===== src/hdl/mbc_pkg.sv =====
package mbc_pkg;

    // Field widths fixed by the item formats.
    localparam int POS_W = 13;
    localparam int VAL_W = 64;
    localparam int OPC_W = 4;
    localparam int ST_W  = 2;
    localparam int CNT_W = 4;
    localparam int SH_W  = 7;

    // Default store size and the depth of the command queue (a power of two).
    localparam int STORE_DEPTH_DEF = 4096;
    localparam int QUEUE_DEPTH     = 2;

    localparam logic [POS_W-1:0] POS_MAX    = '1;
    localparam logic [POS_W-1:0] CAP_RESET  = 13'd4096;
    localparam logic [7:0]       GROUP_MASK = 8'h7F;
    localparam logic [7:0]       CONT_BIT   = 8'h80;
    localparam logic [7:0]       BYTE_MASK  = 8'hFF;

    // Byte counts of the fixed-width transfers.
    localparam logic [CNT_W-1:0] LEN_8  = 4'd1;
    localparam logic [CNT_W-1:0] LEN_32 = 4'd4;
    localparam logic [CNT_W-1:0] LEN_64 = 4'd8;

    // Shift steps per byte.
    localparam logic [SH_W-1:0] STEP_FIXED  = 7'd8;
    localparam logic [SH_W-1:0] STEP_VARINT = 7'd7;

    typedef enum logic [OPC_W-1:0] {
        OP_CLEAR      = 4'd0,
        OP_SEEK       = 4'd1,
        OP_SKIP       = 4'd2,
        OP_PUT8       = 4'd3,
        OP_PUT32      = 4'd4,
        OP_PUT64      = 4'd5,
        OP_PUT_VARINT = 4'd6,
        OP_GET8       = 4'd7,
        OP_GET32      = 4'd8,
        OP_GET64      = 4'd9,
        OP_GET_VARINT = 4'd10
    } opcode_t;

    typedef enum logic [ST_W-1:0] {
        ST_OK    = 2'd0,
        ST_FULL  = 2'd1,
        ST_EMPTY = 2'd2
    } status_t;

    typedef enum logic [2:0] {
        CMD_NOP,
        CMD_CLEAR,
        CMD_SEEK,
        CMD_SKIP,
        CMD_PUT,
        CMD_GET
    } cmd_kind_t;

    typedef enum logic [1:0] {
        BK_IDLE,
        BK_PUT,
        BK_GET
    } back_state_t;

    typedef struct packed {
        logic [OPC_W-1:0] opcode;
        logic [VAL_W-1:0] write_value;
        logic [POS_W-1:0] offset;
    } in_item_t;

    typedef struct packed {
        logic [ST_W-1:0]  status;
        logic [VAL_W-1:0] read_value;
        logic [POS_W-1:0] cursor;
        logic [POS_W-1:0] used_length;
    } out_item_t;

    // Classified command passed from the front end to the executor.
    typedef struct packed {
        cmd_kind_t        kind;
        logic             varint;
        logic [CNT_W-1:0] nbytes;
        logic [VAL_W-1:0] value;
        logic [POS_W-1:0] offset;
    } cmd_t;

    // Queue handshake driven by the executor.
    typedef struct packed {
        logic pop;
    } queue_ctrl_t;

endpackage


===== src/hdl/mbc_front.sv =====
module mbc_front (
    input  logic              clk,
    input  logic              rst_n,
    input  logic              in_valid,
    output logic              in_stall,
    input  mbc_pkg::in_item_t in_data,
    input  logic              q_full,
    output logic              push,
    output mbc_pkg::cmd_t     push_cmd
);
    import mbc_pkg::*;

    logic front_valid_reg;
    logic front_valid_next;
    cmd_t cmd_reg;
    cmd_t cmd_next;
    logic accept;
    logic [CNT_W-1:0] varint_len;

    // The held command moves on whenever the queue has room.
    assign push     = front_valid_reg && !q_full;
    assign in_stall = front_valid_reg && q_full;
    assign accept   = in_valid && !in_stall;
    assign push_cmd = cmd_reg;

    // Encoded length of a varint: one byte per started group of seven bits.
    always_comb
    begin
        varint_len = LEN_8;
        for (int k = 1; k < 10; k++)
        begin
            if (|(in_data.write_value >> (7 * k)))
            begin
                varint_len = CNT_W'(k + 1);
            end
        end
    end

    // Opcode decode.
    always_comb
    begin
        cmd_next.kind   = CMD_NOP;
        cmd_next.varint = 1'b0;
        cmd_next.nbytes = LEN_8;
        cmd_next.value  = in_data.write_value;
        cmd_next.offset = in_data.offset;
        unique case (in_data.opcode)
            OP_CLEAR:      cmd_next.kind = CMD_CLEAR;
            OP_SEEK:       cmd_next.kind = CMD_SEEK;
            OP_SKIP:       cmd_next.kind = CMD_SKIP;
            OP_PUT8:       cmd_next.kind = CMD_PUT;
            OP_PUT32:
            begin
                cmd_next.kind   = CMD_PUT;
                cmd_next.nbytes = LEN_32;
            end
            OP_PUT64:
            begin
                cmd_next.kind   = CMD_PUT;
                cmd_next.nbytes = LEN_64;
            end
            OP_PUT_VARINT:
            begin
                cmd_next.kind   = CMD_PUT;
                cmd_next.varint = 1'b1;
                cmd_next.nbytes = varint_len;
            end
            OP_GET8:       cmd_next.kind = CMD_GET;
            OP_GET32:
            begin
                cmd_next.kind   = CMD_GET;
                cmd_next.nbytes = LEN_32;
            end
            OP_GET64:
            begin
                cmd_next.kind   = CMD_GET;
                cmd_next.nbytes = LEN_64;
            end
            OP_GET_VARINT:
            begin
                cmd_next.kind   = CMD_GET;
                cmd_next.varint = 1'b1;
            end
            default:       cmd_next.kind = CMD_NOP;
        endcase
    end

    // Holding register occupancy.
    always_comb
    begin
        front_valid_next = front_valid_reg;
        if (accept)
        begin
            front_valid_next = 1'b1;
        end
        else if (push)
        begin
            front_valid_next = 1'b0;
        end
    end

    always_ff @(posedge clk or negedge rst_n)
    begin
        if (!rst_n)
        begin
            front_valid_reg <= 1'b0;
        end
        else
        begin
            front_valid_reg <= front_valid_next;
        end
    end

    always_ff @(posedge clk)
    begin
        if (accept)
        begin
            cmd_reg <= cmd_next;
        end
    end

endmodule


===== config.mk =====
export PLATFORM = sky130hd
export DESIGN_NAME = mbc_front
export DESIGN_NICKNAME = d
export VERILOG_FILES = /design/src/hdl/mbc_pkg.sv /design/src/hdl/mbc_front.sv
export SDC_FILE = /design/constraint.sdc
export NUM_CORES = 1
export LEC_CHECK = 0
export BUFFER_PORTS_ARGS = -buffer_cell sky130_fd_sc_hd__buf_2
export CAP_MARGIN = 20
export CORE_ASPECT_RATIO = 2
export CORE_MARGIN = 2
export CORE_UTILIZATION = 43
export DETAILED_ROUTE_END_ITERATION = 7
export GPL_TIMING_DRIVEN = 1
export HOLD_SLACK_MARGIN = 0.03
export PLACE_DENSITY = 0.79
export SYNTH_ARGS = -nofsm -noshare
export SYNTH_HDL_FRONTEND = slang
export SYNTH_SLANG_ARGS = --single-unit
export TNS_END_PERCENT = 5

===== constraint.sdc =====
create_clock -name clk -period 6 [get_ports clk]
set_input_delay 1.2 -clock clk [delete_from_list [all_inputs] [get_ports clk]]
set_output_delay 1.2 -clock clk [all_outputs]
set_load 0.05 [all_outputs]

# After elaboration in Yosys (flattened, before gate mapping)
# Cells that the tools add are included.
[op_classes] n_eq_ne=10 mux=14 reduce_logical=20
[op_table] cell="OR reduction 57 bit" count=1
[op_table] cell="OR reduction 50 bit" count=1
[op_table] cell="OR reduction 43 bit" count=1
[op_table] cell="OR reduction 36 bit" count=1
[op_table] cell="OR reduction 29 bit" count=1
[op_table] cell="OR reduction 22 bit" count=1
[op_table] cell="equality test 4 x 3 -> 1 bit (second input constant)" count=4
[op_table] cell="one-hot mux 3 bit (5 select lines)" count=1
[op_table] cell="OR reduction 15 bit" count=1
[op_table] cell="equality test 4 bit (second input constant)" count=3
[op_table] cell="two-way mux 3 bit" count=4
[op_table] cell="two-way mux 4 bit" count=3
[op_table] cell="one-hot mux 4 bit (3 select lines)" count=1
[op_table] cell="equality test 4 x 2 -> 1 bit (second input constant)" count=2
[op_table] cell="OR reduction 4 bit" count=2
[op_table] cell="OR reduction 8 bit" count=1
[op_table] cell="OR reduction 2 bit" count=3
[op_table] cell="equality test 4 x 1 -> 1 bit (second input constant)" count=1
[op_table] cell="logical NOT 4 bit" count=1
[op_table] cell="two-way mux 2 bit" count=2
[op_table] cell="logical AND 1 bit" count=3
[op_table] cell="two-way mux 1 bit" count=3
[op_table] cell="logical NOT 1 bit" count=2
[op_table] cell="nonzero test 2 bit" count=1
[totals] reg_bits=86 in_bits=85 out_inout_bits=87 elab_cells=50

# Depth between registers and ports, before layout
# Gate-level depths: netlist (run 1).
[depth] depth_word=11 depth_mapped=5 ltp_nobuf=5

# Worst setup path before layout (run 1)
# OpenSTA, ideal clock, no wires.
[synth_path] path_kind="input-to-reg" start="in q_full" end="reg cmd_reg, in the netlist push_cmd[0] (enable)" setup_ps=537 arrival_ps=5328 required_ps=5463 path_slack_ps=135 path_stages=2 path_buffers=0 cell_sequence="and2_1 nor2b_1"
[synth_via] elab_chain_len=3
[synth_lines] element="start, declared" line_no="mbc_front.sv:7" source="input logic q_full,"
[synth_lines] element="logical AND 1 bit" line_no="mbc_front.sv:22" source="assign in_stall = front_valid_reg && q_full;"
[synth_lines] element="logical NOT 1 bit" line_no="mbc_front.sv:23" source="assign accept = in_valid && !in_stall;"
[synth_lines] element="logical AND 1 bit" line_no="mbc_front.sv:23"
[synth_lines] element="named net accept" line_no="mbc_front.sv:17" source="logic accept;"
[synth_lines] element="end signal, assigned" line_no="mbc_front.sv:118" source="cmd_reg <= cmd_next;"
[synth_lines] element="end, declared" line_no="mbc_front.sv:15" source="cmd_t cmd_reg;"
# The timed path passes the listed nets, and every way through them passes these cells.
# A chain may end at the register's enable or synchronous reset.

# Worst setup path in the final report (run 1)
[layout_path] start="in q_full" end="reg cmd_reg, in the netlist push_cmd[71] (enable)"
# The elaborated chain is that of the path after synthesis.

==> run summary, run 1 <==
Outcome: finished clean
Worst Path Arrival: 2960 ps
Slew margin rel.: 29.4%
Slew Limit Fails: 0
Vias/cell: 4.84
Largest net degree at the start of global routing: 48
Antenna violations before repair: 0
Power density over the cells: 338 mW/mm^2
Max reg flops: 85
Initial Util: 44.7%
Final instance area: 0.00421 sq mm
Cell taking the most area after synthesis: edfxtp_1
Critical path class: input port to flop
Fin. Hold Viols: 0
Lkg Pwr: 0.00174 uW
WL per Instance: 16.7 microns
H-Tree Depth: 3
Syn Area/Cell: 20.1 sq um
Worst-margin pin slew: 1060 ps
Yosys top cell area share: 86.3%
WHS: 638 ps
Final period util: 50.0%
Max cap viols: 0
CTS Hold Bufs: 0
CP Capture Type: flop
DR iter-0 viols: 106
CTS tree: yes
Post-synth EDFFs: 85
Setup TNS: 0 ps
ANT cells: 0
Launching element type of the critical path: input port
Placer Congestion: 0.837
Die height: 121 microns
Vias: 2037
R2r startpoint: front_valid_reg
Post-CTS sizing: 0
Post-synthesis register bit count: 86
CP Data Required Time: 5960 ps
Post-CTS Repair Setup Buffers: 0
Die X: 62.6 microns
Post-place instance area: 0.00394 sq mm
Clk buf depth: 2
Cell area after synthesis: 0.00296 sq mm
Crit path time final: 3000 ps
Count of input and output buffers: 171
Final Setup Violations: 0
Synthesis-to-layout area growth: 42.3%
Synth warn: 0
Core Region: 0.00662 sq mm
Mapped Cells: 147
Synth async-reset ratio: 1.16%
Fraction of layout cells with a size suffix above 1: 56.5%
ANT nets after route: 0
Overflow after GRT: 0
Worst IR Drop VDD: 0.188 mV
Synth top area cells: edfxtp_1 (86%), nor3_1 (1.9%), nor4_1 (1.3%), a21oi_1 (1.0%), dfrtp_1 (0.85%)
FF-to-FF setup slack: 3580 ps
CTS clk-pin slew, worst paths: 50 ps
Number of global-route vias before repair: 2063
Mapped Nets: 232
Synth cell types: 28
Ports: 172
Row count: 42
GRT Overall Usage: 18.8%
Clock latency on the worst-skew pair: 330 ps
First-pass GRT wire length: 10.1 mm
RSZ-0062 raised after global routing: no
Sink Count: 86
Drt drc: 0
Sequential share of the synthesized area: 87.2%
Dominant cell by count in the synthesized netlist: edfxtp_1
Final Skew: 4.64 ps
Most used DFF post-synth: edfxtp_1
Crit-path max FO: 47
Post-DP HPWL: 5.57 mm
CP startpoint: q_full
TritonCTS Buffers: 9
Hold Crit Class: input port to async pin
Root cell of the clock tree: clkbuf_16
Die footprint: 0.00760 sq mm
Final WL: 7.01 mm
Synth top cells by count: edfxtp_1 (85), nor3_1 (11), a21oi_1 (6), nor4_1 (6), nand2_1 (5)
Fmax: 333 MHz
NumNets Final: 415
First drt pass iteration count: 4
[worst max-delay path, stage by stage]
cell,delay [ps]
buf_2,100
and2_1,170
nor2b_4,830
buf_4,610
[through the flow]
| stage | setup WS, ps | total power, uW | utilization (%) | instances |
|---|---|---|---|---|
| 2_1_floorplan | 135 | 862 | - | 147 |
| 3_3_place_gp | 2730 | 925 | 59.5 | 407 |
| 3_5_place_dp | 2650 | 931 | 59.5 | 407 |
| 4_1_cts | 2990 | 1440 | 63.5 | 421 |
| 5_1_grt | 2840 | 1470 | 63.5 | 421 |
| 6_report | 3000 | 1420 | 63.5 | 421 |
[cell type report]
type                    instances  area (sq um)
flip-flops and latches         86          2580
clock buffers                  11           233
clock inverters                 3          37.5
well taps                      88           110
multi-input cells              59           379
fillers                       522          2410
repair buffers                172           863
inverters                       2          7.51
[final timing paths]
check	end	cells after the start
max	push_cmd[71]	4
max reg2reg	push_cmd[71]	3
min	front_valid_reg	1
max in group asynchronous	front_valid_reg	1
min in group clk	front_valid_reg	2
min reg2reg	front_valid_reg	2
[where the power goes]
group	internal, uW	switching (uW)
clock	315	192
sequential	701	7.03
combinational	47.0	161
total	1060	361
[kinds of logic (layout without fill, tap and decap cells)]
logic type	count (synthesis)	in the layout	share of synthesized area [%]
and+or+nand+nor	42	42	8.72
DFF	86	86	87.2
AOI/OAI and AO/OA	16	16	3.56
buffers and inverters	2	188	0.254
xor gates and xnor gates	1	1	0.296
[layer usage]
layer	track usage, %	vias up	wire (microns)
met4	11.3	0	235
met2	35.3	99	4140
li1	-	962	-
met1	17.3	960	2200
met5	0	-	0
met3	5.66	16	445
[cells in the final DEF (no fill, tap or decap), types with 2 or more instances in the layout]
cell type and instances:
clkinv_1 2, nand2b_1 4, nand2_1 5, inv_1 2, clkbuf_16 9, edfxtp_1 85
nor4_1 6, a21boi_0 2, nand3_1 2, o22ai_1 3, nor2_1 3, nor3_1 11
buf_2 171, a21oi_1 6, clkbuf_1 2
No activity file was read; power rests on OpenSTA's default activity.
==> inputs of run 2 (changes only) <==
- ABC_AREA: unset -> 1
- CORE_UTILIZATION: 43 -> 45
- PLACE_DENSITY: 0.79 -> 0.8
- clock period: 6 -> 3.1 ns (I/O delays scaled with it)
==> run 2 against run 1 <==
  * Sequential power rose by 93%
  * Final cell count grew 27%
  * First-iteration DRC count increased by 86%
  * Critical path type is now input port to output port
  * Largest power group unchanged
  * Critical endpoint is now in_stall
  * Register-to-register slack worse by 2000 ps
  * Global-route usage grew 0.95 points
  * Setup slack got worse by 1700 ps
==> run summary, run 2 <==
Outcome: finished clean
Dominant cell by count in the synthesized netlist: edfxtp_1
Fmax: 565 MHz
Final Setup Violations: 0
CP Capture Type: output port
ANT cells: 0
Max cap viols: 0
Sink Count: 86
Sequential share of the synthesized area: 77.9%
Cell area after synthesis: 0.00331 sq mm
Number of global-route vias before repair: 2441
DR iter-0 viols: 197
RSZ-0062 raised after global routing: no
Post-synthesis register bit count: 86
Max incr delay on CP: 280 ps
Synth warn: 0
Fraction of layout cells with a size suffix above 1: 45.1%
Post-synth EDFFs: 85
Fin. Hold Viols: 0
Count of input and output buffers: 171
CP Data Required Time: 2480 ps
Antenna violations before repair: 0
Placer Congestion: 0.784
Post-CTS sizing: 0
Slew margin rel.: 62.0%
Cell taking the most area after synthesis: edfxtp_1
Overflow after GRT: 0
Vias: 2480
Synth top area cells: edfxtp_1 (77%), nor2_1 (5.9%), nand2_1 (5.1%), inv_1 (3.6%), nand3_1 (1.5%)
CTS tree: yes
Post-CTS Repair Setup Buffers: 0
Setup TNS: 0 ps
ANT nets after route: 0
Final Skew: 8.10 ps
Most used DFF post-synth: edfxtp_1
CTS clk-pin slew, worst paths: 60 ps
H-Tree Depth: 3
Filler cells: 562
Core Region: 0.00721 sq mm
Die X: 64.6 microns
Lkg Pwr: 0.00204 uW
GRT Overall Usage: 19.7%
Crit path time final: 1770 ps
Clock latency on the worst-skew pair: 330 ps
Synth top cells by count: edfxtp_1 (85), nor2_1 (52), nand2_1 (45), inv_1 (32), nand3_1 (10)
Launching element type of the critical path: input port
Final WL: 7.67 mm
Initial Util: 45.9%
Syn Area/Cell: 13.1 sq um
Worst Path Arrival: 1150 ps
Fin util: 64.0%
Power density over the cells: 632 mW/mm^2
NumNets Final: 521
Post-DP HPWL: 6.13 mm
Post-place instance area: 0.00430 sq mm
Largest net degree at the start of global routing: 49
Hold Crit Class: input port to async pin
Vias/cell: 4.65
TritonCTS Buffers: 9
Slew Limit Fails: 0
Critical path's slowest cell: buf_2
Yosys top cell area share: 77.2%
Synth async-reset ratio: 1.16%
Drt drc: 0
Mapped Cells: 252
WL per Instance: 14.4 microns
Synth cell types: 23
CTS Hold Bufs: 0
Critical path class: input port to output port
Worst IR Drop VDD: 0.383 mV
Row count: 44
Most common cell after layout, fill and taps aside: buf_2
Mapped Nets: 337
Crit-path cells: buf_2 -> nand2_1 -> inv_1 -> buf_2
Clk buf depth: 2
Die height: 125 microns
Final period util: 57.1%
Worst-margin pin slew: 570 ps
Crit-path max FO: 2
First-pass GRT wire length: 11.7 mm
Crit-path most repeated cell: buf_2
Max reg flops: 85
Synthesis-to-layout area growth: 39.6%
Final instance area: 0.00462 sq mm
Die footprint: 0.00809 sq mm
Commonest non-fill, non-tap cells in the layout: buf_2 (171), edfxtp_1 (85), nor2_1 (51), nand2_1 (45), inv_1 (32)
First drt pass iteration count: 4
Root cell of the clock tree: clkbuf_16
Ports: 172
[run 2: final cells by class]
type,instances,area [sq um],share of cell area [%]
clock inverters,6,86.3,1.87
well taps,92,115,2.49
flip-flops and latches,86,2580,55.8
multi-input cells,134,618,13.4
repair buffers,173,871,18.9
inverters,32,120,2.60
clock buffers,10,229,4.96
[run 2: routing by layer]
metal / share of wire (%) / GRT usage (%)
met2: 58 / 37.4
met3: 5.6 / 3.69
met4: 3.3 / 11.5
met1: 33 / 18.8
met5: 0 / 0
[run 2: logic make-up after synthesis]
family / after synthesis / share of synthesized area [%]
AND/OR/NAND/NOR: 129 / 17.4
AO/OA/AOI/OAI: 5 / 1.06
buffers and inverters: 32 / 3.63
flip-flops: 86 / 77.9
[run 2: critical path, delay by kind of cell]
kind,cells,cell delay [ps]
buffers and inverters,3,470
AND/OR/NAND/NOR,1,60
[run 2: metrics by stage]
step	total power [uW]	instances	hold WS, ps	setup WS (ps)
detailed placement	1830	517	398	1020
finish	2920	533	52.5	1330
global placement	1820	517	396	1040
floorplan	1680	252	324	447
CTS	2940	533	43.4	1330
global route	3010	533	40.4	1150
[run 2: where the power goes]
part	internal, uW	total, uW	switching (uW)
logic	97.6	431	333
registers	1360	1370	13.3
clock network	704	1120	411
total	2160	2920	758
[run 2: worst paths after layout]
| kind | start | end | slack (ps) | cells past startpoint |
|---|---|---|---|---|
| max | q_full | in_stall | 1330 | 4 |
| min | rst_n | front_valid_reg | 50 | 1 |
| max reg2reg | front_valid_reg | push_cmd[9] | 1600 | 4 |
| min reg2reg | front_valid_reg | front_valid_reg | 510 | 2 |
| max in group asynchronous | rst_n | front_valid_reg | 2960 | 1 |
| min in group clk | in_data[10] | push_cmd[10] | 460 | 1 |
