<file path="config.mk">
export PLATFORM = sky130hd
export DESIGN_NAME = mbc_cmd_queue
export DESIGN_NICKNAME = d
export VERILOG_FILES = /design/src/hdl/mbc_pkg.sv /design/src/hdl/mbc_cmd_queue.sv
export SDC_FILE = /design/constraint.sdc
export NUM_CORES = 1
export LEC_CHECK = 0
export BUFFER_PORTS_ARGS = -buffer_cell sky130_fd_sc_hd__buf_2
export CAP_MARGIN = 20
export CORE_UTILIZATION = 40
export CTS_CLUSTER_DIAMETER = 200
export CTS_CLUSTER_SIZE = 16
export DETAILED_ROUTE_END_ITERATION = 7
export MAX_ROUTING_LAYER = met4
export PLACE_DENSITY = 0.74
export SLEW_MARGIN = 20
export SYNTH_ARGS = -nofsm -noshare
export SYNTH_HDL_FRONTEND = slang
export SYNTH_SLANG_ARGS = --single-unit
export TNS_END_PERCENT = 5
</file>
<file path="constraint.sdc">
create_clock -name clk -period 5.9 [get_ports clk]
set_input_delay 1.18 -clock clk [delete_from_list [all_inputs] [get_ports clk]]
set_output_delay 1.18 -clock clk [all_outputs]
set_load 0.05 [all_outputs]
</file>
<file path="src/hdl/mbc_pkg.sv">
package mbc_pkg;

    // Field widths fixed by the item formats.
    localparam int POS_W = 13;
    localparam int VAL_W = 64;
    localparam int OPC_W = 4;
    localparam int ST_W  = 2;
    localparam int CNT_W = 4;
    localparam int SH_W  = 7;

    // Default store size and the depth of the command queue (a power of two).
    localparam int STORE_DEPTH_DEF = 4096;
    localparam int QUEUE_DEPTH     = 2;

    localparam logic [POS_W-1:0] POS_MAX    = '1;
    localparam logic [POS_W-1:0] CAP_RESET  = 13'd4096;
    localparam logic [7:0]       GROUP_MASK = 8'h7F;
    localparam logic [7:0]       CONT_BIT   = 8'h80;
    localparam logic [7:0]       BYTE_MASK  = 8'hFF;

    // Byte counts of the fixed-width transfers.
    localparam logic [CNT_W-1:0] LEN_8  = 4'd1;
    localparam logic [CNT_W-1:0] LEN_32 = 4'd4;
    localparam logic [CNT_W-1:0] LEN_64 = 4'd8;

    // Shift steps per byte.
    localparam logic [SH_W-1:0] STEP_FIXED  = 7'd8;
    localparam logic [SH_W-1:0] STEP_VARINT = 7'd7;

    typedef enum logic [OPC_W-1:0] {
        OP_CLEAR      = 4'd0,
        OP_SEEK       = 4'd1,
        OP_SKIP       = 4'd2,
        OP_PUT8       = 4'd3,
        OP_PUT32      = 4'd4,
        OP_PUT64      = 4'd5,
        OP_PUT_VARINT = 4'd6,
        OP_GET8       = 4'd7,
        OP_GET32      = 4'd8,
        OP_GET64      = 4'd9,
        OP_GET_VARINT = 4'd10
    } opcode_t;

    typedef enum logic [ST_W-1:0] {
        ST_OK    = 2'd0,
        ST_FULL  = 2'd1,
        ST_EMPTY = 2'd2
    } status_t;

    typedef enum logic [2:0] {
        CMD_NOP,
        CMD_CLEAR,
        CMD_SEEK,
        CMD_SKIP,
        CMD_PUT,
        CMD_GET
    } cmd_kind_t;

    typedef enum logic [1:0] {
        BK_IDLE,
        BK_PUT,
        BK_GET
    } back_state_t;

    typedef struct packed {
        logic [OPC_W-1:0] opcode;
        logic [VAL_W-1:0] write_value;
        logic [POS_W-1:0] offset;
    } in_item_t;

    typedef struct packed {
        logic [ST_W-1:0]  status;
        logic [VAL_W-1:0] read_value;
        logic [POS_W-1:0] cursor;
        logic [POS_W-1:0] used_length;
    } out_item_t;

    // Classified command passed from the front end to the executor.
    typedef struct packed {
        cmd_kind_t        kind;
        logic             varint;
        logic [CNT_W-1:0] nbytes;
        logic [VAL_W-1:0] value;
        logic [POS_W-1:0] offset;
    } cmd_t;

    // Queue handshake driven by the executor.
    typedef struct packed {
        logic pop;
    } queue_ctrl_t;

endpackage

</file>
<file path="src/hdl/mbc_cmd_queue.sv">
module mbc_cmd_queue (
    input  logic          clk,
    input  logic          rst_n,
    input  logic          push,
    input  mbc_pkg::cmd_t push_cmd,
    output logic          full,
    input  logic          pop,
    output logic          pop_valid,
    output mbc_pkg::cmd_t pop_cmd
);
    import mbc_pkg::*;

    localparam int QPTR_W = $clog2(QUEUE_DEPTH);

    cmd_t              q_mem [QUEUE_DEPTH];
    logic [QPTR_W-1:0] wr_ptr_reg;
    logic [QPTR_W-1:0] wr_ptr_next;
    logic [QPTR_W-1:0] rd_ptr_reg;
    logic [QPTR_W-1:0] rd_ptr_next;
    logic [QPTR_W:0]   count_reg;
    logic [QPTR_W:0]   count_next;

    assign full      = (count_reg == (QPTR_W + 1)'(QUEUE_DEPTH));
    assign pop_valid = (count_reg != '0);
    assign pop_cmd   = q_mem[rd_ptr_reg];

    // Pointer and occupancy update.
    always_comb
    begin
        wr_ptr_next = push ? wr_ptr_reg + 1'b1 : wr_ptr_reg;
        rd_ptr_next = pop ? rd_ptr_reg + 1'b1 : rd_ptr_reg;
        count_next  = count_reg;
        if (push && !pop)
        begin
            count_next = count_reg + 1'b1;
        end
        else if (pop && !push)
        begin
            count_next = count_reg - 1'b1;
        end
    end

    always_ff @(posedge clk or negedge rst_n)
    begin
        if (!rst_n)
        begin
            wr_ptr_reg <= '0;
            rd_ptr_reg <= '0;
            count_reg  <= '0;
        end
        else
        begin
            wr_ptr_reg <= wr_ptr_next;
            rd_ptr_reg <= rd_ptr_next;
            count_reg  <= count_next;
        end
    end

    always_ff @(posedge clk)
    begin
        if (push)
        begin
            q_mem[wr_ptr_reg] <= push_cmd;
        end
    end

endmodule

</file>
# --- Word-level counts from Yosys, hierarchy flattened ---
# Memory sizes are Yosys's and may differ from the RTL's.
# Cells that the tools add are included.
totals:
  regBits: 4
  ram_bits: 170
  in_bits: 89
  out_inout_bits: 87
  wordCells: 19
  memories: 1
op_classes:
  n_addsub: 4
  n_eq_ne: 1
  muxes: 4
  n_reduce_logical: 6
mem_list:
  columns: ["name", "depth", "word_bits", "rd", "rd_ports_with_merged_regs", "write_ports", "line_no", "source"]
  rows:
  - ["q_mem", 2, 85, 1, 0, 1, "mbc_cmd_queue.sv:15", "cmd_t q_mem [QUEUE_DEPTH];"]
op_table:
  columns: ["cell", "n"]
  rows:
  - ["$mux 2", 2]
  - ["$reduce_bool 2->1", 2]
  - ["$add 1x1->1 const B", 2]
  - ["$add 2x1->2 const B", 1]
  - ["$eq 2x2->1 const B", 1]
  - ["$logic_and 1x1->1", 2]
  - ["$logic_not 1->1", 2]
  - ["$mux 1", 2]
  - ["$sub 2x1->2 const B", 1]

# --- Depth between registers and ports, before layout ---
# Gate-level depths: netlist (run 1).
logic_depth:
  depth_word: 4
  ltp_mapped: 5
  depth_no_buf: 5

# --- Least setup slack after synthesis (run 1) ---
# OpenSTA, ideal clock, no wires.
synth_timing:
  kind: "input to register"
  from: "input port push"
  to: "memory q_mem[0][0] in the netlist's numbering, enable pin"
  setup_ps: 539
  arrival_time_ps: 4891
  t_required_ps: 5361
  slack_ps: 469
  path_stages: 1
  path_buffers: 0
  path_cell_list: "nor2b_1"
synth_via:
  elab_chain_cells: 2
synth_lines:
  columns: ["element", "line_no", "source"]
  rows:
  - ["from (decl)", "mbc_cmd_queue.sv:4", "input logic push,"]
  - ["$mux 1", "mbc_cmd_queue.sv:61", "if (push)"]
  - ["$mux 1 (implied by the code)", "mbc_cmd_queue.sv:63", "q_mem[wr_ptr_reg] <= push_cmd;"]
  - ["to (decl)", "mbc_cmd_queue.sv:15", null]
# Every way passes these cells.

==> impl_metrics.json, run 1 <==
{
  "die_area_um2": 16800,
  "worstPathArrival_ps": 2620,
  "die_y_um": 130,
  "crit_chain": "buf_4 > mux2_2 > buf_2",
  "mostFrequentLayoutCell": "buf_2",
  "r2r_setup_slack_ps": 3870,
  "grt_pass1_vias": 3356,
  "fin_util_pct": 51.0,
  "n_antenna_cell": 0,
  "syn-instance-count": 281,
  "tightest_slew_ps": 971,
  "fp.coreArea_um2": 15900,
  "slowest_delay_ps": 1040,
  "grt.total_usage_pct": 14.1,
  "synthXorXnorAreaFrac_pct": 0.671,
  "die_x_um": 130,
  "synth-simple-area-share_pct": 0.441,
  "power_density_nw_per_um2": 563,
  "cts-root-buf": "clkbuf_16",
  "fin_crit_ps": 3800,
  "finalSetupViolCount": 0,
  "io_buffers": 175,
  "ctsHoldBuffers": 0,
  "antenna_found_initial": 0,
  "rsz0062_at_grt": "no",
  "fin_skew_ps": 4.31,
  "fin_setup_tns_ps": 0,
  "cellLeakagePower_nw": 3.15,
  "synth_nets": 371,
  "irDropWorstVdd_mv": 0.341,
  "post_cts_resized": 0,
  "synth.yosys.seq_area_share_pct": 79.7,
  "clock_sinks": 174,
  "core.rowCount": 46,
  "cts_setup_buffers": 0,
  "max_slew_margin_pct": 35.3,
  "synth_top_family_by_area": "multiplexers",
  "internal-power_mw": 2.73,
  "ys.warnings.count": 0,
  "ant_nets": 0,
  "cts_tree": "done",
  "syn2layout_area_growth_pct": 24.2,
  "drtIter0Drc": 228,
  "postPlaceCellArea_um2": 7620,
  "largest_reg_flops": 170,
  "grt_pass1_wl_um": 16700,
  "grt-ovfl-total": 0,
  "ioPinCount": 176,
  "drive_above_1_share_pct": 61.0,
  "p_clk_share_pct": 20.6,
  "met3_usage_pct": 4.84,
  "switching_share_pct": 40.1,
  "synth_cell_types": 16,
  "drc": 0,
  "synth_compound_area_share_pct": 0,
  "status": "finished, final reports clean",
  "grt_use_met1_pct": 15.5,
  "mostFrequentLayoutCells": "buf_2, edfxtp_1, mux2_2",
  "clkSlewWorstSetupHoldPaths_ps": 60,
  "clk_latency_ps": 410,
  "crit_path_max_fanout": 59,
  "crit_required_ps": 4720,
  "crit_type": "flop to primary output",
  "nNetsFinal": 560,
  "syn_avg_cell_area_um2": 23.2,
  "synth_area_um2": 6530,
  "gp_congestion": 0.667,
  "power.total_mw": 4.56,
  "grt_util_met2_pct": 23.5,
  "h-tree-depth": 4,
  "vias": 3222,
  "viasPerCell": 4.63,
  "pwr-share-seq_pct": 39.4,
  "first_pass_iters": 5,
  "grt_max_degree": 60,
  "hpwlAfterDp_um": 7380,
  "ys_seq_elements": 174,
  "grt.busiest_layer": "met2",
  "fin_hold_ws_ps": 493,
  "power.switching_mw": 1.83,
  "post-route-cell-area_um2": 8110,
  "numCtsBuffers": 17,
  "cap_violations": 0,
  "fill_cells": 1340,
  "hold_path.class": "flop to flop",
  "synth-adder-area-share_pct": 0.192,
  "crit_slowest_cell": "dfrtp_4",
  "wl_um": 11300,
  "clk_path_buf_depth": 2,
  "fin_crit_sh_pct": 64.3,
  "p_comb_share_pct": 40.0,
  "synth.area.mux_share_pct": 17.0,
  "finalHoldViolCount": 0,
  "drv_slew": 0,
  "startpoint_type": "flop",
  "end_kind": "primary output",
  "initial_core_util_pct": 41.1,
  "fmax_ghz": 0.263,
  "wl_per_cell_um": 16.3
}
## stage by stage
| stage | setup WS (ps) | instances |
|---|---|---|
| final | 2100 | 696 |
| after floorplan | 469 | 281 |
| after detailed placement | 2470 | 667 |
| after global placement | 2520 | 666 |
| after CTS | 2010 | 696 |
| after global routing | 1930 | 696 |
## worst max-delay path, delay by kind of cell, from the launching register on
family | cells | cell delay, ps
buf+inv | 2 | 740
flops | 1 | 1040
mux | 1 | 390
## logic make-up (layout without fill, tap and decap cells)
family	after synthesis	after routing
xor+xnor	5	5
flops	174	174
fa+ha+maj	1	1
buf+inv	11	210
mux	85	85
simple gates	5	5
## area by class of cell
cell class	instances	area (µm²)	area share, %
timing repair buffer	180	933	11.5
multi-input combinational	96	1200	14.8
clock inverter	9	50.0	0.617
inverter	1	3.75	0.0463
clock buffer	20	437	5.39
sequential	174	5210	64.3
tap	216	270	3.33
## power groups by stage
stage                     sequential, mW  combinational, mW  clock [mW]
final                               1.80               1.83       0.938
after global routing                1.83               1.91        1.01
after CTS                           1.80               1.85       0.970
after detailed placement            1.83               1.84           0
after global placement              1.82               1.81           0
after floorplan                     1.73               1.63           0
## worst paths after layout
check | start | cells after the start | end
max in group asynchronous | rst_n | 1 | rd_ptr_reg$_DFFE_PN0P_
max | rd_ptr_reg$_DFFE_PN0P_ | 3 | pop_cmd[79]
min in group asynchronous | rst_n | 1 | count_reg[1]$_DFFE_PN0P_
min reg2reg | count_reg[1]$_DFFE_PN0P_ | 1 | count_reg[1]$_DFFE_PN0P_
min | count_reg[1]$_DFFE_PN0P_ | 1 | count_reg[1]$_DFFE_PN0P_
max reg2reg | wr_ptr_reg$_DFFE_PN0P_ | 2 | q_mem[0][5]$_DFFE_PP_
## layer usage
| layer | up-vias | part of all wire, % |
|---|---|---|
| met1 | 1599 | 42 |
| met4 | 0 | 0.91 |
| met2 | 128 | 51 |
| met5 | - | 0 |
| li1 | 1485 | - |
| met3 | 10 | 5.9 |
## synth_stat cells
cell type / number / area (µm²)
inv_1: 1 / 3.75
edfxtp_1: 170 / 5100
mux2_2: 45 / 507
xor2_1: 4 / 35.0
and2_1: 1 / 6.26
buf_12: 4 / 80.1
buf_6: 1 / 11.3
dfrtp_1: 4 / 100
ha_1: 1 / 12.5
buf_2: 4 / 20.0
or2_2: 1 / 6.26
nor2b_1: 2 / 12.5
xnor2_1: 1 / 8.76
nor2_1: 1 / 3.75
buf_8: 1 / 15.0
mux2_4: 40 / 601
(Power assumes the default switching activity.)
==> run 2, diff against run 1 <==
--- a/config.mk
+++ b/config.mk
@@ -12,7 +12,7 @@
 export CTS_CLUSTER_SIZE = 16
 export DETAILED_ROUTE_END_ITERATION = 7
 export MAX_ROUTING_LAYER = met4
-export PLACE_DENSITY = 0.74
+export PLACE_DENSITY = 0.76
 export SLEW_MARGIN = 20
 export SYNTH_ARGS = -nofsm -noshare
 export SYNTH_HDL_FRONTEND = slang
==> constraint.sdc (replaced) <==
create_clock -name clk -period 3.2 [get_ports clk]
set_input_delay 0.64 -clock clk [delete_from_list [all_inputs] [get_ports clk]]
set_output_delay 0.64 -clock clk [all_outputs]
set_load 0.05 [all_outputs]
==> run 2 against run 1 <==
Against the previous run:
- combinational power up 94%
- cell area is 1.3% higher
- utilization grew 0.67 points
- cell count rose by 0.43%
- critical path depth unchanged
- die area stayed put
- count of clock-buffer cells in the layout down 3
- sequential share of layout area decreased by 0.83 points
- sequential power up 75%
- setup slack lost 1500 ps
- largest cell class unchanged
- highest routed layer unchanged
==> impl_metrics.json, run 2 (synthesis gave the netlist of run 1 again) <==
{
  "largest_reg_flops": 170,
  "fmax_ghz": 0.382,
  "clock_sinks": 174,
  "seq_area_um2": 5210,
  "fin_crit_ps": 2620,
  "power_density_nw_per_um2": 1060,
  "grt_max_degree": 86,
  "crit_type": "flop to primary output",
  "rsz0062_at_grt": "no",
  "viasPerCell": 4.65,
  "grt.total_usage_pct": 14.1,
  "die_x_um": 130,
  "finalHoldViolCount": 0,
  "irDropWorstVdd_mv": 0.577,
  "crit_path_max_fanout": 37,
  "clkSlewWorstSetupHoldPaths_ps": 70,
  "hpwlAfterDp_um": 7450,
  "core.rowCount": 46,
  "crit_required_ps": 2560,
  "io_buffers": 175,
  "clk_path_buf_depth": 2,
  "n_antenna_cell": 0,
  "drive_above_1_share_pct": 61.9,
  "slowest_delay_ps": 480,
  "fin_crit_sh_pct": 81.7,
  "multi_input_area_um2": 1200,
  "vias": 3252,
  "fin_skew_ps": 7.49,
  "wl_per_cell_um": 16.5,
  "cts-root-buf": "clkbuf_16",
  "fin_setup_tns_ps": 0,
  "fill_cells": 1295,
  "grt_pass1_vias": 3368,
  "clk_latency_ps": 420,
  "tightest_slew_ps": 592,
  "h-tree-depth": 4,
  "placedCellCount": 666,
  "grt_pass1_wl_um": 16700,
  "hold_path.class": "primary input to flop",
  "first_pass_iters": 4,
  "mostFrequentLayoutCell": "buf_2",
  "syn2layout_area_growth_pct": 25.8,
  "ioPinCount": 176,
  "worstPathArrival_ps": 1980,
  "die_y_um": 130,
  "grt-ovfl-total": 0,
  "finalSetupViolCount": 0,
  "crit_slowest_cell": "buf_4",
  "mostFrequentLayoutCells": "buf_2, edfxtp_1, mux2_2",
  "max_slew_margin_pct": 60.6,
  "gp_congestion": 0.688,
  "ant_nets": 0,
  "drc": 0,
  "cellLeakagePower_nw": 3.19,
  "drtIter0Drc": 239,
  "nNetsFinal": 560,
  "status": "finished, final reports clean",
  "cts_tree": "done",
  "fin_cells": 699,
  "die_area_um2": 16800,
  "wl_um": 11500,
  "drv_slew": 0,
  "end_kind": "primary output",
  "fp.coreArea_um2": 15900,
  "initial_core_util_pct": 41.1,
  "crit_chain": "buf_4 > mux2_2 > buf_2",
  "cap_violations": 0,
  "numCtsBuffers": 17,
  "antenna_found_initial": 0,
  "startpoint_type": "flop"
}
==> run 2: cell count changes in the layout (fill, tap and decap cells not counted) <==
cell	delta
buf_12	+3
buf_4	-3
clkbuf_1	-3
bufinv_16	+2
clkinv_4	+2
clkinvlp_4	+2
buf_16	-1
clkinv_1	-1
dlygate4sd3_1	+1
inv_6	+1
==> run 2: critical path, delay by kind of cell (launching register included) <==
family / cells / cell delay, ps
buffers and inverters: 2 / 690
multiplexers: 1 / 400
flip-flops: 1 / 420
==> run 2: path summary, 6_finish.rpt <==
check | from | end | slack, ps | cells past startpoint
max | rd_ptr_reg$_DFFE_PN0P_ | pop_cmd[84] | 580 | 3
min | pop | rd_ptr_reg$_DFFE_PN0P_ | 400 | 2
max reg2reg | wr_ptr_reg$_DFFE_PN0P_ | q_mem[1][80]$_DFFE_PP_ | 1550 | 2
min reg2reg | count_reg[1]$_DFFE_PN0P_ | count_reg[1]$_DFFE_PN0P_ | 500 | 1
max in group asynchronous | rst_n | rd_ptr_reg$_DFFE_PN0P_ | 2480 | 2
min in group asynchronous | rst_n | rd_ptr_reg$_DFFE_PN0P_ | 580 | 2
==> run 2: through the flow <==
stage	cell area, µm²	hold slack, ps	worst slack, ps	total power, mW	utilization, %
final	8210	403	585	8.68	51.7
after global routing	8210	379	482	9.02	51.7
after CTS	8210	380	533	8.78	51.7
after detailed placement	7630	452	1000	6.79	48.0
after global placement	7630	448	1040	6.71	48.0
after floorplan	6540	344	140	6.18	-
==> run 2: repair_timing <==
action | in CTS | in global routing
hold buffers | 1 | 0
resized for setup | 0 | 0
setup buffers | 0 | 0
hold endpoints to repair | 4 | 0
==> run 2: layout make-up <==
| class | instances | area share, % |
|---|---|---|
| Clock inverter | 15 | 1.80 |
| Sequential cell | 174 | 63.4 |
| Clock buffer | 17 | 5.18 |
| Tap cell | 216 | 3.29 |
| Inverter | 1 | 0.0457 |
| Multi-Input combinational cell | 96 | 14.6 |
| Timing Repair Buffer | 180 | 11.6 |
==> run 2: per-layer routing <==
layer | global-route usage [%] | up-vias | part of all wire, %
met4 | 6.29 | 0 | 1.8
met3 | 4.59 | 22 | 6.2
li1 | - | 1500 | -
met5 | - | - | 0
met1 | 15.5 | 1595 | 41
met2 | 23.5 | 135 | 51
==> run 2: power breakdown <==
group | internal (mW) | leakage (nW) | switching [mW]
clock | 1.14 | 0.268 | 0.832
sequential | 3.03 | 1.64 | 0.122
combinational | 1.05 | 1.28 | 2.50
==> run 3, diff against run 2 <==
--- a/config.mk
+++ b/config.mk
@@ -12,7 +12,7 @@
 export CTS_CLUSTER_SIZE = 16
 export DETAILED_ROUTE_END_ITERATION = 7
 export MAX_ROUTING_LAYER = met4
-export PLACE_DENSITY = 0.76
+export PLACE_DENSITY = 0.74
 export SLEW_MARGIN = 20
 export SYNTH_ARGS = -nofsm -noshare
 export SYNTH_HDL_FRONTEND = slang
==> constraint.sdc (replaced) <==
create_clock -name clk -period 2.5 [get_ports clk]
set_input_delay 0.5 -clock clk [delete_from_list [all_inputs] [get_ports clk]]
set_output_delay 0.5 -clock clk [all_outputs]
set_load 0.05 [all_outputs]
==> run 3 against run 2 <==
Against the previous run:
- sequential power increased by 29%
- critical path depth unchanged
- wire length decreased by 4.8%
- cell area increased by 0.50%
- clock power increased by 33%
- global-route usage decreased by 0.42 points
- non-clock buffer count increased by 1
- hold slack got worse by 140 ps
- power increased by 29%
- utilization increased by 0.26 points
==> impl_metrics.json, run 3 (synthesis gave the netlist of run 1 again) <==
{
  "cts-root-buf": "clkbuf_16",
  "mostFrequentLayoutCells": "buf_2, edfxtp_1, mux2_2",
  "vias": 3182,
  "fin_crit_sh_pct": 95.2,
  "grt_max_degree": 84,
  "die_y_um": 130,
  "tightest_slew_ps": 472,
  "crit_required_ps": 2000,
  "p_clk_share_pct": 23.5,
  "max_slew_margin_pct": 68.5,
  "power_density_nw_per_um2": 1360,
  "core.rowCount": 46,
  "hpwlAfterDp_um": 7140,
  "ioPinCount": 176,
  "postPlaceCellArea_um2": 7650,
  "largest_reg_flops": 170,
  "crit_path_max_fanout": 39,
  "worstPathArrival_ps": 1880,
  "post-route-cell-area_um2": 8250,
  "grt_pass1_wl_um": 16100,
  "cellLeakagePower_nw": 3.21,
  "end_kind": "primary output",
  "r2r_setup_slack_ps": 1080,
  "drc": 0,
  "ant_nets": 0,
  "worst_slack_ps": 121,
  "crit_type": "flop to primary output",
  "detailedPlace.worstSlack_ps": 559,
  "clk_latency_ps": 410,
  "numCtsBuffers": 17,
  "rsz0062_at_grt": "no",
  "h-tree-depth": 4,
  "pwr-share-seq_pct": 36.2,
  "die_x_um": 130,
  "crit_chain": "buf_12 > mux2_2 > buf_2",
  "hold_path_end": "q_mem[1][7]$_DFFE_PP_",
  "drive_above_1_share_pct": 61.6,
  "irDropWorstVdd_mv": 0.667,
  "gp_congestion": 0.651,
  "die_area_um2": 16800,
  "multi_input_area_um2": 1200,
  "mostFrequentLayoutCell": "buf_2",
  "power.switching_mw": 4.39,
  "drv_slew": 0,
  "clk_path_buf_depth": 2,
  "antenna_found_initial": 0,
  "nNetsFinal": 561,
  "cts_tree": "done",
  "fill_cells": 1303,
  "seq_area_um2": 5210,
  "r2r_cells": 2,
  "initial_core_util_pct": 41.1,
  "syn2layout_area_growth_pct": 26.4,
  "r2r-start": "wr_ptr_reg$_DFFE_PN0P_",
  "io_buffers": 175,
  "clock_sinks": 174,
  "wl_um": 11000,
  "grt_pass1_vias": 3273,
  "finalHoldViolCount": 0,
  "power.total_mw": 11.2,
  "fin_skew_ps": 4.32,
  "hold_depth": 1,
  "fin_crit_ps": 2380,
  "finalSetupViolCount": 0,
  "fp.coreArea_um2": 15900,
  "wl_per_cell_um": 15.6,
  "n_antenna_cell": 0,
  "clkSlewWorstSetupHoldPaths_ps": 60,
  "hold_path.class": "primary input to flop",
  "startpoint_type": "flop",
  "cap_violations": 0,
  "first_pass_iters": 4,
  "switching_share_pct": 39.2,
  "fmax_ghz": 0.420,
  "slowest_delay_ps": 530,
  "drtIter0Drc": 135,
  "post_cts_resized": 0,
  "fin_setup_tns_ps": 0,
  "status": "finished, final reports clean",
  "worst_r2r_endpoint": "q_mem[0][53]$_DFFE_PP_",
  "grt-ovfl-total": 0,
  "grt.total_usage_pct": 13.7,
  "p_comb_share_pct": 40.4,
  "crit_slowest_cell": "dfrtp_4",
  "viasPerCell": 4.55,
  "internal-power_mw": 6.81,
  "min_from": "push_cmd[7]"
}
==> run 3: cell count changes in the layout (fill, tap and decap cells not counted) <==
cell and change:
buf_12 +1, bufinv_16 +1, clkinv_1 +2, clkinv_2 -2, clkinv_4 -1, clkinvlp_4 -2, inv_6 +2
==> run 3: final cells by class <==
cell class	count	share of cell area, %
timing repair buffer	181	11.8
clock buffer	17	5.15
sequential	174	63.1
tap	216	3.27
multi-input combinational	96	14.6
clock inverter	15	2.05
inverter	1	0.0455
==> run 3: how the worst max path moves through the flow <==
stage	endpoint	cells after the start	start
floorplan	q_mem[1][0]$_DFFE_PP_	1	push
global placement	pop_cmd[72]	3	rd_ptr_reg$_DFFE_PN0P_
detailed placement	pop_cmd[72]	3	rd_ptr_reg$_DFFE_PN0P_
CTS	pop_cmd[72]	3	rd_ptr_reg$_DFFE_PN0P_
global route	pop_cmd[78]	3	rd_ptr_reg$_DFFE_PN0P_
finish	pop_cmd[72]	3	rd_ptr_reg$_DFFE_PN0P_
==> run 3: power groups by stage <==
stage                     clock (mW)  combinational, mW  sequential, mW
after floorplan                    0               3.84            4.06
after CTS                       2.70               4.58            4.06
after global routing            2.82               4.74            4.10
after detailed placement           0               4.57            4.12
final                           2.63               4.52            4.05
after global placement             0               4.53            4.09
==> run 3: through the flow <==
stage	instances	hold WS, ps	util, %
2_1_floorplan	281	204	-
3_3_place_gp	667	310	48.1
3_5_place_dp	667	318	48.1
4_1_cts	700	243	52.0
5_1_grt	700	236	52.0
6_report	700	268	52.0
==> run 3: worst max-delay path: cells and delay by family, from the launching register on <==
kind                   cells  cell delay (ps)
multiplexers               1              390
buffers and inverters      2              500
flip-flops                 1              530
==> run 3: metal layers <==
| layer | global-route usage (%) | vias to the layer above | wire [µm] |
|---|---|---|---|
| li1 | - | 1493 | - |
| met1 | 14.4 | 1566 | 4420 |
| met2 | 23.1 | 113 | 5690 |
| met3 | 5.37 | 10 | 723 |
| met4 | 5.34 | 0 | 125 |
| met5 | - | - | 0 |
==> run 3: timing repair <==
item                      in CTS  in global routing
hold buffers                   1                  0
hold endpoints to repair       4                  0
buffers inserted               0                  0
